<file path="src/rtl/core/ppc_pkg.sv">
// ppc_pkg: shared types and constants for the purifier panel controller
// no dependencies; imported by purifier_panel_controller
package ppc_pkg;

  localparam int COUNT_WIDTH_DEF = 32;
  localparam int CHASE_STEPS_DEF = 4;

  localparam int CFG_DATA_W  = 32;
  localparam int CFG_INDEX_W = 3;
  localparam int PERIOD_W    = 8;
  localparam int FAN_W       = 2;
  localparam int NIBBLE_W    = 4;

  // configuration register reset values
  localparam logic [CFG_DATA_W-1:0] SMART_LOW_RST  = 32'd300000;
  localparam logic [CFG_DATA_W-1:0] SMART_HIGH_RST = 32'd600000;
  localparam logic [CFG_DATA_W-1:0] WAKE_IDLE_RST  = 32'd5000;
  localparam logic [PERIOD_W-1:0]   PERIOD_LOW_RST  = 8'd200;
  localparam logic [PERIOD_W-1:0]   PERIOD_MID_RST  = 8'd100;
  localparam logic [PERIOD_W-1:0]   PERIOD_HIGH_RST = 8'd50;

  localparam logic [NIBBLE_W-1:0] WHEEL_DARK    = 4'hF;
  localparam logic [NIBBLE_W-1:0] WHEEL_LIT     = 4'h0;
  localparam logic [NIBBLE_W-1:0] PATTERN_FIRST = 4'h1;

  typedef enum logic {
    OP_TICK = 1'b0,
    OP_KEY  = 1'b1
  } op_t;

  typedef enum logic [2:0] {
    KEY_POWER   = 3'd0,
    KEY_SMART   = 3'd1,
    KEY_PURIFY  = 3'd2,
    KEY_LIGHT   = 3'd3,
    KEY_MOVE    = 3'd4,
    KEY_RESERVE = 3'd5,
    KEY_TIMER   = 3'd6,
    KEY_UNUSED  = 3'd7
  } key_t;

  typedef enum logic [FAN_W-1:0] {
    FAN_OFF  = 2'd0,
    FAN_LOW  = 2'd1,
    FAN_MID  = 2'd2,
    FAN_HIGH = 2'd3
  } fan_t;

  typedef enum logic [CFG_INDEX_W-1:0] {
    REG_SMART_LOW   = 3'd0,
    REG_SMART_HIGH  = 3'd1,
    REG_WAKE_IDLE   = 3'd2,
    REG_PERIOD_LOW  = 3'd3,
    REG_PERIOD_MID  = 3'd4,
    REG_PERIOD_HIGH = 3'd5
  } reg_index_t;

  // indicator group bits
  typedef struct packed {
    logic timer;
    logic smart;
    logic purifier;
    logic light;
    logic panel;
  } indicators_t;

endpackage

</file>
<file path="src/rtl/core/purifier_panel_controller.sv">
// purifier_panel_controller: front-panel mode, timer and LED control
// depends on ppc_pkg
// latency: a result is valid the cycle after its item transfer
// throughput: one item per cycle while the result is not stalled; the mode state updates in a single registered pass
// the mode registers double as the result register, held while the result is stalled
// reset (synchronous): unit off, wheel dark, counters cleared, registers at defaults
module purifier_panel_controller #(
  parameter int COUNT_WIDTH = ppc_pkg::COUNT_WIDTH_DEF,
  parameter int CHASE_STEPS = ppc_pkg::CHASE_STEPS_DEF
) (
  input  logic                                clk,
  input  logic                                rst,
  // item channel
  input  logic                                item_valid,
  output logic                                item_stall,
  input  logic                                operation,
  input  logic [2:0]                          key_code,
  input  logic                                motion,
  // result channel
  output logic                                result_valid,
  input  logic                                result_stall,
  output logic [ppc_pkg::FAN_W-1:0]           fan_speed,
  output logic                                power_state,
  output logic                                light_drive,
  output logic                                purifier_drive,
  output logic [ppc_pkg::NIBBLE_W-1:0]        wheel_leds,
  output logic                                panel_leds,
  output logic                                light_led,
  output logic                                purifier_led,
  output logic                                smart_led,
  output logic                                timer_led,
  output logic                                beep,
  // configuration write channel
  input  logic                                cfg_valid,
  output logic                                cfg_ready,
  input  logic [ppc_pkg::CFG_INDEX_W-1:0]     cfg_index,
  input  logic [ppc_pkg::CFG_DATA_W-1:0]      cfg_data
);
  import ppc_pkg::*;

  localparam int CMP_W  = (COUNT_WIDTH > CFG_DATA_W) ? COUNT_WIDTH : CFG_DATA_W;
  localparam int STEP_W = (CHASE_STEPS > 2) ? $clog2(CHASE_STEPS) : 1;

  // configuration registers
  logic [CFG_DATA_W-1:0] smart_low_ticks, smart_high_ticks, wake_idle_ticks;
  logic [PERIOD_W-1:0]   chase_period_low, chase_period_mid, chase_period_high;

  // mode state
  logic                   power_on, power_on_next;
  fan_t                   fan_mode, fan_mode_next;
  logic                   smart_mode, smart_mode_next;
  logic                   timer_mode, timer_mode_next;
  logic                   wake_enable, wake_enable_next;
  logic                   light_port, light_port_next;
  logic                   purifier_port, purifier_port_next;
  logic [COUNT_WIDTH-1:0] idle_count, idle_count_next;
  logic [COUNT_WIDTH-1:0] wake_count, wake_count_next;
  logic [PERIOD_W-1:0]    chase_delay, chase_delay_next;
  logic [STEP_W-1:0]      chase_step, chase_step_next;
  logic [NIBBLE_W-1:0]    chase_pattern, chase_pattern_next;
  logic [NIBBLE_W-1:0]    wheel_nibble, wheel_nibble_next;
  indicators_t            indicator_bits, indicator_bits_next;
  logic                   beep_next;

  logic                   accept;
  logic [PERIOD_W-1:0]    period;
  logic [STEP_W:0]        step_inc;
  logic                   idle_ge_high, idle_ge_low, wake_ge_idle;

  assign cfg_ready  = 1'b1;
  assign item_stall = result_valid & result_stall;
  assign accept     = item_valid & ~item_stall;

  always_ff @(posedge clk) begin
    if (rst) begin
      smart_low_ticks   <= SMART_LOW_RST;
      smart_high_ticks  <= SMART_HIGH_RST;
      wake_idle_ticks   <= WAKE_IDLE_RST;
      chase_period_low  <= PERIOD_LOW_RST;
      chase_period_mid  <= PERIOD_MID_RST;
      chase_period_high <= PERIOD_HIGH_RST;
    end else if (cfg_valid && cfg_ready) begin
      unique case (cfg_index)
        REG_SMART_LOW:   smart_low_ticks   <= cfg_data;
        REG_SMART_HIGH:  smart_high_ticks  <= cfg_data;
        REG_WAKE_IDLE:   wake_idle_ticks   <= cfg_data;
        REG_PERIOD_LOW:  chase_period_low  <= cfg_data[PERIOD_W-1:0];
        REG_PERIOD_MID:  chase_period_mid  <= cfg_data[PERIOD_W-1:0];
        REG_PERIOD_HIGH: chase_period_high <= cfg_data[PERIOD_W-1:0];
        default: ;
      endcase
    end
  end

  // threshold compares use the counters as they stand before the tick
  assign idle_ge_high = CMP_W'(idle_count) >= CMP_W'(smart_high_ticks);
  assign idle_ge_low  = CMP_W'(idle_count) >= CMP_W'(smart_low_ticks);
  assign wake_ge_idle = CMP_W'(wake_count) >= CMP_W'(wake_idle_ticks);

  always_comb begin
    power_on_next       = power_on;
    fan_mode_next       = fan_mode;
    smart_mode_next     = smart_mode;
    timer_mode_next     = timer_mode;
    wake_enable_next    = wake_enable;
    light_port_next     = light_port;
    purifier_port_next  = purifier_port;
    idle_count_next     = idle_count;
    wake_count_next     = wake_count;
    chase_delay_next    = chase_delay;
    chase_step_next     = chase_step;
    chase_pattern_next  = chase_pattern;
    wheel_nibble_next   = wheel_nibble;
    indicator_bits_next = indicator_bits;
    beep_next           = 1'b0;
    period              = chase_period_high;
    step_inc            = '0;

    if (operation == OP_KEY) begin
      unique case (key_t'(key_code))
        KEY_POWER: begin
          beep_next = 1'b1;
          if (power_on) begin
            power_on_next                = 1'b0;
            fan_mode_next                = FAN_OFF;
            smart_mode_next              = 1'b0;
            timer_mode_next              = 1'b0;
            wake_enable_next             = 1'b1;
            wheel_nibble_next            = WHEEL_DARK;
            purifier_port_next           = 1'b0;
            light_port_next              = 1'b0;
            indicator_bits_next.panel    = 1'b0;
            indicator_bits_next.light    = 1'b0;
            indicator_bits_next.purifier = 1'b0;
          end else begin
            wake_enable_next             = 1'b0;
            timer_mode_next              = 1'b0;
            power_on_next                = 1'b1;
            fan_mode_next                = FAN_MID;
            wheel_nibble_next            = WHEEL_LIT;
            purifier_port_next           = 1'b1;
            light_port_next              = 1'b1;
            indicator_bits_next.panel    = 1'b1;
            indicator_bits_next.light    = 1'b1;
            indicator_bits_next.purifier = 1'b1;
          end
        end
        KEY_SMART: begin
          if (power_on) begin
            beep_next                 = 1'b1;
            smart_mode_next           = ~smart_mode;
            indicator_bits_next.smart = ~indicator_bits.smart;
          end
        end
        KEY_PURIFY: begin
          if (power_on) begin
            beep_next                    = 1'b1;
            purifier_port_next           = ~purifier_port;
            indicator_bits_next.purifier = ~purifier_port;
          end
        end
        KEY_LIGHT: begin
          if (power_on) begin
            beep_next                 = 1'b1;
            light_port_next           = ~light_port;
            indicator_bits_next.light = ~light_port;
          end
        end
        KEY_TIMER: begin
          if (power_on) begin
            beep_next                 = 1'b1;
            timer_mode_next           = ~timer_mode;
            indicator_bits_next.timer = ~indicator_bits.timer;
          end
        end
        default: ;
      endcase
    end else begin
      // smart auto-off, slowdown and motion boost
      if (power_on) begin
        if (smart_mode) begin
          if (idle_ge_high) begin
            idle_count_next = '0;
            power_on_next   = 1'b0;
          end else if (idle_ge_low) begin
            if (motion) begin
              fan_mode_next   = FAN_HIGH;
              idle_count_next = '0;
            end else begin
              idle_count_next = idle_count + COUNT_WIDTH'(1);
              fan_mode_next   = FAN_LOW;
            end
          end else begin
            idle_count_next = idle_count + COUNT_WIDTH'(1);
          end
        end else begin
          idle_count_next = '0;
        end
      end

      // motion wake, possible right after a smart auto-off
      if (!power_on_next && wake_enable) begin
        if (wake_ge_idle) begin
          if (motion) begin
            wake_count_next              = '0;
            power_on_next                = 1'b1;
            fan_mode_next                = FAN_HIGH;
            wheel_nibble_next            = WHEEL_LIT;
            purifier_port_next           = 1'b1;
            light_port_next              = 1'b1;
            indicator_bits_next.panel    = 1'b1;
            indicator_bits_next.light    = 1'b1;
            indicator_bits_next.purifier = 1'b1;
          end
        end else begin
          wake_count_next = wake_count + COUNT_WIDTH'(1);
        end
      end

      // wheel chase
      if (power_on_next) begin
        if (fan_mode_next == FAN_OFF) begin
          wheel_nibble_next = WHEEL_DARK;
        end else begin
          unique case (fan_mode_next)
            FAN_LOW: period = chase_period_low;
            FAN_MID: period = chase_period_mid;
            default: period = chase_period_high;
          endcase
          chase_delay_next = chase_delay + PERIOD_W'(1);
          if (chase_delay_next > period) begin
            chase_delay_next   = '0;
            wheel_nibble_next  = chase_pattern;
            chase_pattern_next = {chase_pattern[NIBBLE_W-2:0], 1'b0};
            step_inc           = {1'b0, chase_step} + (STEP_W+1)'(1);
            if (step_inc >= (STEP_W+1)'(CHASE_STEPS)) begin
              chase_step_next    = '0;
              chase_pattern_next = PATTERN_FIRST;
            end else begin
              chase_step_next = step_inc[STEP_W-1:0];
            end
          end
        end
      end

      // forced shutdown while off
      if (!power_on_next) begin
        fan_mode_next       = FAN_OFF;
        smart_mode_next     = 1'b0;
        timer_mode_next     = 1'b0;
        indicator_bits_next = '0;
        wheel_nibble_next   = WHEEL_DARK;
        purifier_port_next  = 1'b0;
        light_port_next     = 1'b0;
      end
    end
  end

  always_ff @(posedge clk) begin
    if (rst) begin
      result_valid   <= 1'b0;
      power_on       <= 1'b0;
      fan_mode       <= FAN_OFF;
      smart_mode     <= 1'b0;
      timer_mode     <= 1'b0;
      wake_enable    <= 1'b0;
      light_port     <= 1'b0;
      purifier_port  <= 1'b0;
      idle_count     <= '0;
      wake_count     <= '0;
      chase_delay    <= '0;
      chase_step     <= '0;
      chase_pattern  <= PATTERN_FIRST;
      wheel_nibble   <= WHEEL_DARK;
      indicator_bits <= '0;
      beep           <= 1'b0;
    end else begin
      if (accept) begin
        result_valid   <= 1'b1;
        power_on       <= power_on_next;
        fan_mode       <= fan_mode_next;
        smart_mode     <= smart_mode_next;
        timer_mode     <= timer_mode_next;
        wake_enable    <= wake_enable_next;
        light_port     <= light_port_next;
        purifier_port  <= purifier_port_next;
        idle_count     <= idle_count_next;
        wake_count     <= wake_count_next;
        chase_delay    <= chase_delay_next;
        chase_step     <= chase_step_next;
        chase_pattern  <= chase_pattern_next;
        wheel_nibble   <= wheel_nibble_next;
        indicator_bits <= indicator_bits_next;
        beep           <= beep_next;
      end else if (!result_stall) begin
        result_valid <= 1'b0;
      end
    end
  end

  // mode registers drive the result fields directly
  assign fan_speed      = fan_mode;
  assign power_state    = power_on;
  assign light_drive    = light_port;
  assign purifier_drive = purifier_port;
  assign wheel_leds     = wheel_nibble;
  assign panel_leds     = indicator_bits.panel;
  assign light_led      = indicator_bits.light;
  assign purifier_led   = indicator_bits.purifier;
  assign smart_led      = indicator_bits.smart;
  assign timer_led      = indicator_bits.timer;

  // unit off means every drive is off and the wheel is dark
  a_off_outputs_dark: assert property (@(posedge clk) disable iff (rst)
    !power_on |-> (fan_mode == FAN_OFF) && !light_port && !purifier_port
                  && (wheel_nibble == WHEEL_DARK))
    else $error("outputs active while unit is off");

  // the power key always flips power
  a_power_key_toggles: assert property (@(posedge clk) disable iff (rst)
    accept && (operation == OP_KEY) && (key_code == KEY_POWER)
      |=> power_on != $past(power_on))
    else $error("power key did not toggle power");

  // ticks never beep
  a_tick_no_beep: assert property (@(posedge clk) disable iff (rst)
    accept && (operation == OP_TICK) |=> !beep)
    else $error("beep raised by a tick");

  // chase step stays inside the step count
  a_step_range: assert property (@(posedge clk) disable iff (rst)
    (STEP_W+1)'(chase_step) < (STEP_W+1)'(CHASE_STEPS))
    else $error("chase step out of range");

  // keys leave the idle and wake counters alone
  a_key_keeps_counters: assert property (@(posedge clk) disable iff (rst)
    accept && (operation == OP_KEY)
      |=> (idle_count == $past(idle_count)) && (wake_count == $past(wake_count)))
    else $error("key transfer changed a tick counter");

endmodule
</file>
<file path="config.mk">
export PLATFORM = sky130hd
export DESIGN_NAME = purifier_panel_controller
export DESIGN_NICKNAME = d
export VERILOG_FILES = /design/src/rtl/core/ppc_pkg.sv /design/src/rtl/core/purifier_panel_controller.sv
export SDC_FILE = /design/constraint.sdc
export NUM_CORES = 1
export LEC_CHECK = 0
export ABC_AREA = 1
export BUFFER_PORTS_ARGS = -buffer_cell sky130_fd_sc_hd__buf_2
export CAP_MARGIN = 20
export CORE_ASPECT_RATIO = 1.1
export CORE_UTILIZATION = 50
export DETAILED_ROUTE_END_ITERATION = 8
export PLACE_DENSITY = 0.67
export RECOVER_POWER = 50
export SYNTH_ARGS = -nofsm -noshare
export SYNTH_HDL_FRONTEND = slang
export SYNTH_SLANG_ARGS = --single-unit
</file>
<file path="constraint.sdc">
create_clock -name clk -period 4.9 [get_ports clk]
set_input_delay 1.47 -clock clk [delete_from_list [all_inputs] [get_ports clk]]
set_output_delay 1.47 -clock clk [all_outputs]
set_load 0.01 [all_outputs]
</file>
; ---- Yosys cells after proc, flatten, opt, wreduce, memory -nomap -nowiden
; Index checks and enable logic that the tools add are counted.
; Widths: inputs -> output; s select.
[totals]
register_bits = 216
latchBits = 0
ramBits = 0
mem_bits_ro = 0
inputBits = 45
out_inout_bits = 18
wordCells = 179
n_memories = 0
[op_classes]
n_addsub = 4
mul = 0
div_mod_pow = 0
n_lt_le_gt_ge = 5
n_eq_ne = 31
shifts = 0
n_mux = 79
n_bitwise = 10
reduce_logical = 25
[ops]
columns = cell, n
row1 = $mux 32, 6
row2 = $ge 32x32->1, 3
row3 = $add 32x1->32 const B, 2
row4 = $mux 4, 10
row5 = $mux 1, 32
row6 = $mux 8, 4
row7 = $mux 2, 14
row8 = $ne 3x3->1 const B, 7
row9 = $reduce_and 5->1, 4
row10 = $pmux 8 s2, 1
row11 = $reduce_and 4->1, 4
row12 = $ne 5x3->1 const B, 3
row13 = $reduce_and 2->1, 7
row14 = $eq 3x2->1 const B, 4
row15 = $mux 3, 4
row16 = $pmux 1 s2, 6
row17 = $reduce_and 6->1, 2
row18 = $mux 5, 2
row19 = $ne 2x1->1 const B, 5
row20 = $eq 3x3->1 const B, 3
row21 = $ne 3x1->1 const B, 3
row22 = $add 8x1->8 const B, 1
row23 = $gt 8x8->1, 1
row24 = $not 1->1, 8
row25 = other kinds (13), 18

; ---- Depth between registers and ports, before layout
[logic_depth]
ltp_word = 19
mapped_depth = 42
depth_no_buf = 40

; ---- Least setup slack after synthesis
; No wires, ideal clock.
[synth_path]
kind = input -> register
startpoint = in motion
endpoint = reg wheel_nibble[0], in the netlist wheel_leds[0]
setup_time_ps = 130
t_arrival_ps = 4135
path_slack_ps = 636
cell_stages = 21
path_buffers = 2
path_cell_list = nand2_2 -> inv_1 -> nand2_1 -> nand3_1 -> inv_1 -> ha_1 -> inv_1 -> clkbuf_1 -> o21ai_0 -> ha_1 -> nand2_1 -> o21ai_0 -> nand2_1 -> o211ai_1 -> and2_1 -> clkbuf_1 -> inv_1 -> nand4_1 -> nand2_1 -> nand2_1 -> nand3_1
[synth_via]
elab_chain_cells = 19
word_cells_on_any_way = 29
cone_classes = order compare (1) / eq/ne (5) / mux (21) / reduce/logical (2)
[synth_rtl]
columns = element, line
row1 = from (decl), purifier_panel_controller.sv:18  ; input logic motion,
row2 = $mux 2, purifier_panel_controller.sv:186  ; if (motion) begin
row3 = $mux 2, purifier_panel_controller.sv:185  ; end else if (idle_ge_low) begin
row4 = $mux 2, purifier_panel_controller.sv:182  ; if (idle_ge_high) begin
row5 = $mux 2, purifier_panel_controller.sv:181  ; if (smart_mode) begin
row6 = $mux 2, purifier_panel_controller.sv:180  ; if (power_on) begin
row7 = $mux 2, purifier_panel_controller.sv:204  ; if (motion) begin
row8 = $mux 2, purifier_panel_controller.sv:203  ; if (wake_ge_idle) begin
row9 = $mux 2, purifier_panel_controller.sv:202  ; if (!power_on_next && wake_enable) begin
row10 = [3 not listed], n/a
row11 = $mux 8, purifier_panel_controller.sv:222  ; if (fan_mode_next == FAN_OFF) begin
row12 = $mux 8, purifier_panel_controller.sv:221  ; if (power_on_next) begin
row13 = $mux 8, purifier_panel_controller.sv:119  ; if (operation == OP_KEY) begin
row14 = $gt 8x8->1, purifier_panel_controller.sv:231  ; if (chase_delay_next > period) begin
row15 = $mux 4, purifier_panel_controller.sv:231
row16 = $mux 4, purifier_panel_controller.sv:222
row17 = $mux 4, purifier_panel_controller.sv:247  ; if (!power_on_next) begin
row18 = $mux 4, purifier_panel_controller.sv:119
row19 = to (signal assigned), purifier_panel_controller.sv:292  ; wheel_nibble <= wheel_nibble_next;
row20 = to (decl), purifier_panel_controller.sv:61  ; logic [NIBBLE_W-1:0] wheel_nibble, wheel_nibble_next;
; Several ways; a longest one is shown, not always the timed one. The select of a mux whose other input is x is not followed.
; A chain may end at the register's enable or synchronous reset.

; ---- Final worst setup path
[layout_path]
startpoint = reg idle_count[10]
endpoint = reg wheel_nibble[0], in the netlist wheel_leds[0]
[layout_via]
elab_chain_cells = 19
word_cells_on_any_way = 36
cone_classes = order compare (3) / eq/ne (5) / mux (24) / reduce/logical (4)
[layout_rtl]
columns = element, line
row1 = from (decl), purifier_panel_controller.sv:56  ; logic [COUNT_WIDTH-1:0] idle_count, idle_count_next;
row2 = from (signal assigned), purifier_panel_controller.sv:287  ; idle_count <= idle_count_next;
row3 = "$ge 32x32->1, on equally long branches", "purifier_panel_controller.sv:97, purifier_panel_controller.sv:96"
row4 = $mux 2 / $mux 1 (equally long branches), "purifier_panel_controller.sv:185, purifier_panel_controller.sv:182"
row5 = $mux 2 / $mux 1 (equally long branches), "purifier_panel_controller.sv:182, purifier_panel_controller.sv:181"
row6 = $mux 2 / $mux 1 (equally long branches), "purifier_panel_controller.sv:181, purifier_panel_controller.sv:180"
row7 = $mux 2 / $mux 1 (equally long branches), "purifier_panel_controller.sv:180, purifier_panel_controller.sv:119"
row8 = $mux 2 / $logic_not 1->1 (equally long branches), "purifier_panel_controller.sv:204, purifier_panel_controller.sv:202"
row9 = $mux 2 / $logic_and 1x1->1 (equally long branches), "purifier_panel_controller.sv:203, purifier_panel_controller.sv:202"
row10 = $mux 2, purifier_panel_controller.sv:202
row11 = [3 not listed], n/a
row12 = $mux 8, purifier_panel_controller.sv:222
row13 = $mux 8, purifier_panel_controller.sv:221
row14 = $mux 8, purifier_panel_controller.sv:119
row15 = $gt 8x8->1, purifier_panel_controller.sv:231
row16 = $mux 4, purifier_panel_controller.sv:231
row17 = $mux 4, purifier_panel_controller.sv:222
row18 = $mux 4, purifier_panel_controller.sv:247
row19 = $mux 4, purifier_panel_controller.sv:119
; Several ways; a longest one is shown, not always the timed one. The select of a mux whose other input is x is not followed.

==> impl_metrics.json <==
{
  "cp_slowest_cell": "dfxtp_1",
  "maxSlewHeadroom_pct": -124,
  "final_cells": 2151,
  "fin_crit_sh_pct": 89.8,
  "rows": 60,
  "grt_pass1_vias": 10800,
  "rsz0062_at_grt": "false",
  "track_usage_pct": 25.3,
  "synth_top_area_share_pct": 34.4,
  "cts_max_level": 1,
  "max_slew.worst_pin.slew_ps": 3360,
  "syn_avg_cell_area_sq_um": 6.97,
  "cts_tree": "built",
  "clk_path_buf_depth": 3,
  "crit_arrival_ps": 4780,
  "drive_above_1_share_pct": 7.50,
  "required_ps": 5280,
  "leakage_nw": 5.87,
  "max-vdd-ir-drop_v": 0.000244,
  "yosys_warnings": 0,
  "hpwl_um": 23300,
  "num_vias": 11600,
  "hold_buffers": 0,
  "maxCapViolCount": 2,
  "syn_nets": 1945,
  "pin_count": 63,
  "wl_um": 31900,
  "critPathKind": "flip-flop to flip-flop",
  "cts_buffers": 25,
  "final_nets": 1981,
  "antenna_found_initial": 0,
  "grt_overflow": 0,
  "yosysMostFrequentCell": "nand2_1",
  "wl_per_cell_um": 14.8,
  "async_flop_share_pct": 0,
  "synthTopCellsByCount": "380 x nand2_1, 227 x inv_1, 214 x dfxtp_1",
  "clock.fmax_mhz": 227,
  "diodes": 0,
  "hold_viol": 0,
  "clock-root-buffer": "clkbuf_16",
  "crit_path_frequent_cell": "nand2_1",
  "io_buffer_count": 61,
  "ys_seq_area_share_pct": 34.4,
  "synthCells": 1789,
  "synthToLayoutAreaGrowth_pct": 10.1,
  "p_per_area_nw_per_um2": 287,
  "setup_viol": 0,
  "failed_checks": "design-rule violations, max-capacitance violations, max-slew violations",
  "setup.worst_path.start_class": "flip-flop",
  "grt_pass1_wl_um": 53300,
  "clk_pin_slew_ps": 60,
  "drtIter0Drc": 790,
  "die_h_um": 168,
  "post-route-util_pct": 56.1,
  "clock_latency_ps": 530,
  "fillers": 2376,
  "drc": 1,
  "synth_ff_type": "dfxtp_1",
  "synth_area_leaders": "dfxtp_1 34%, nand2_1 11%, ha_1 11%",
  "hold_class": "flip-flop to flip-flop",
  "status": "complete, but fails checks",
  "synth-edff-count": 0,
  "fin_ws_ps": 498,
  "worstSetupEndpointType": "flip-flop",
  "dp.cells": 2108,
  "worst-path-max-fanout": 13,
  "design.core.area_sq_um": 24500,
  "cts.sinks": 214,
  "synth_top_area_cell": "dfxtp_1",
  "clock-skew-final_ps": 17.5,
  "whs_ps": 457,
  "maxSlewViolCount": 165,
  "gp_congestion": 0.946,
  "die_area_sq_um": 25600,
  "syn_area_sq_um": 12500,
  "start_util_pct": 50.9,
  "grt_max_degree": 97,
  "post_drt_via_cell_ratio": 5.39,
  "pre_cts_ws_ps": 287,
  "yosysUniqueCellTypes": 52,
  "ys_seq_elements": 214,
  "antenna_left": 0,
  "period_needed_ps": 4400,
  "dieWidth_um": 153,
  "crit_path_max_incr_delay_ps": 480,
  "drt_pass1_iterations": 9,
  "tns_ps": 0
}
[flip-flops by register name (all words and copies together) (netlist names), 4 cells and up]
| name | flops |
|---|---|
| wheel_leds | 4 |
| smart_high_ticks | 32 |
| chase_delay | 8 |
| idle_count | 32 |
| chase_period_high | 8 |
| chase_period_low | 8 |
| smart_low_ticks | 32 |
| chase_period_mid | 8 |
| wake_idle_ticks | 32 |
| chase_pattern | 4 |
| wake_count | 32 |
[layout make-up]
class	count	area, sq um	area share (%)
clock buffer	36	727	5.30
inverter	238	896	6.53
clock inverter	7	66.3	0.483
tap	310	388	2.83
timing repair buffer	74	372	2.71
sequential	214	4290	31.2
multi-input combinational	1272	6990	50.9
[worst paths after layout]
| path | start | endpoint | slack, ps | cells after the start |
|---|---|---|---|---|
| worst min-delay path | wheel_leds[3] | wheel_leds[3] | 460 | 2 |
| worst max register to register | idle_count[10] | wheel_leds[0] | 500 | 32 |
| worst min register to register | wheel_leds[3] | wheel_leds[3] | 460 | 2 |
| worst max-delay path | idle_count[10] | wheel_leds[0] | 500 | 32 |
[layer usage]
| layer | share of wire [%] | global-route usage [%] | up-vias |
|---|---|---|---|
| li1 | - | - | 5961 |
| met1 | 47 | 34.3 | 5329 |
| met2 | 46 | 42.4 | 250 |
| met3 | 4.4 | 2.74 | 51 |
| met4 | 2.3 | 7.07 | 0 |
| met5 | 0 | 0 | - |
[cell families after synthesis]
group           synth area share, %
compound gates                 17.6
xor+xnor                       2.11
fa+ha+maj                      11.1
simple gates                   25.3
other cells                  0.0301
flops                          34.4
buf+inv                        9.50
[critical path, delay by kind of cell (launching register included)]
| family | cells | cell delay [ps] |
|---|---|---|
| DFF | 1 | 480 |
| buffers and inverters | 5 | 440 |
| adders and majority gates | 3 | 860 |
| AOI/OAI and AO/OA | 5 | 510 |
| and+or+nand+nor | 19 | 1950 |
[timing repair]
action                     in CTS  in global routing
buffers inserted                0                  0
resized for setup               0                  8
setup endpoints to repair       0                 18
[report_power, final]
part / leakage, nW / switching (mW) / internal [mW]
Sequential: 1.74 / 0.0184 / 1.78
Clock: 0.392 / 0.741 / 1.08
Combinational: 3.75 / 0.219 / 0.0986
[through the flow]
| stage | power (mW) | cell area, sq um |
|---|---|---|
| finish | 3.94 | 13700 |
| global route | 4.08 | 13700 |
| CTS | 3.97 | 13800 |
| detailed placement | 2.16 | 13000 |
| global placement | 2.15 | 13000 |
| floorplan | 2.05 | 12500 |
[cell usage in the layout, fill, tap and decap left out, types with 3 or more instances in the layout]
cell type / netlist / layout
nand2_1: 380 / 380
inv_1: 227 / 225
dfxtp_1: 214 / 213
a21oi_1: 201 / 201
nor2_1: 174 / 174
o21ai_0: 136 / 136
ha_1: 111 / 109
nand3_1: 61 / 61
buf_2: 3 / 44
nor3_1: 32 / 32
o211ai_1: 31 / 31
nand4_1: 31 / 31
clkbuf_16: 0 / 25
clkbuf_1: 51 / 24
xnor2_1: 17 / 17
xor2_1: 13 / 13
nor4_1: 12 / 12
buf_4: 5 / 10
inv_2: 8 / 9
nand2_2: 6 / 6
clkinv_2: 1 / 6
nand3b_1: 6 / 6
o2111ai_1: 6 / 6
clkbuf_8: 0 / 6
o21a_1: 5 / 5
o21ai_1: 4 / 5
nor2_4: 5 / 5
a21o_1: 4 / 4
nor2_2: 4 / 4
nand3_2: 4 / 4
nor3b_1: 3 / 3
a31oi_1: 3 / 3
or2_2: 3 / 3
Note: power is estimated with default switching activity, not from simulation.
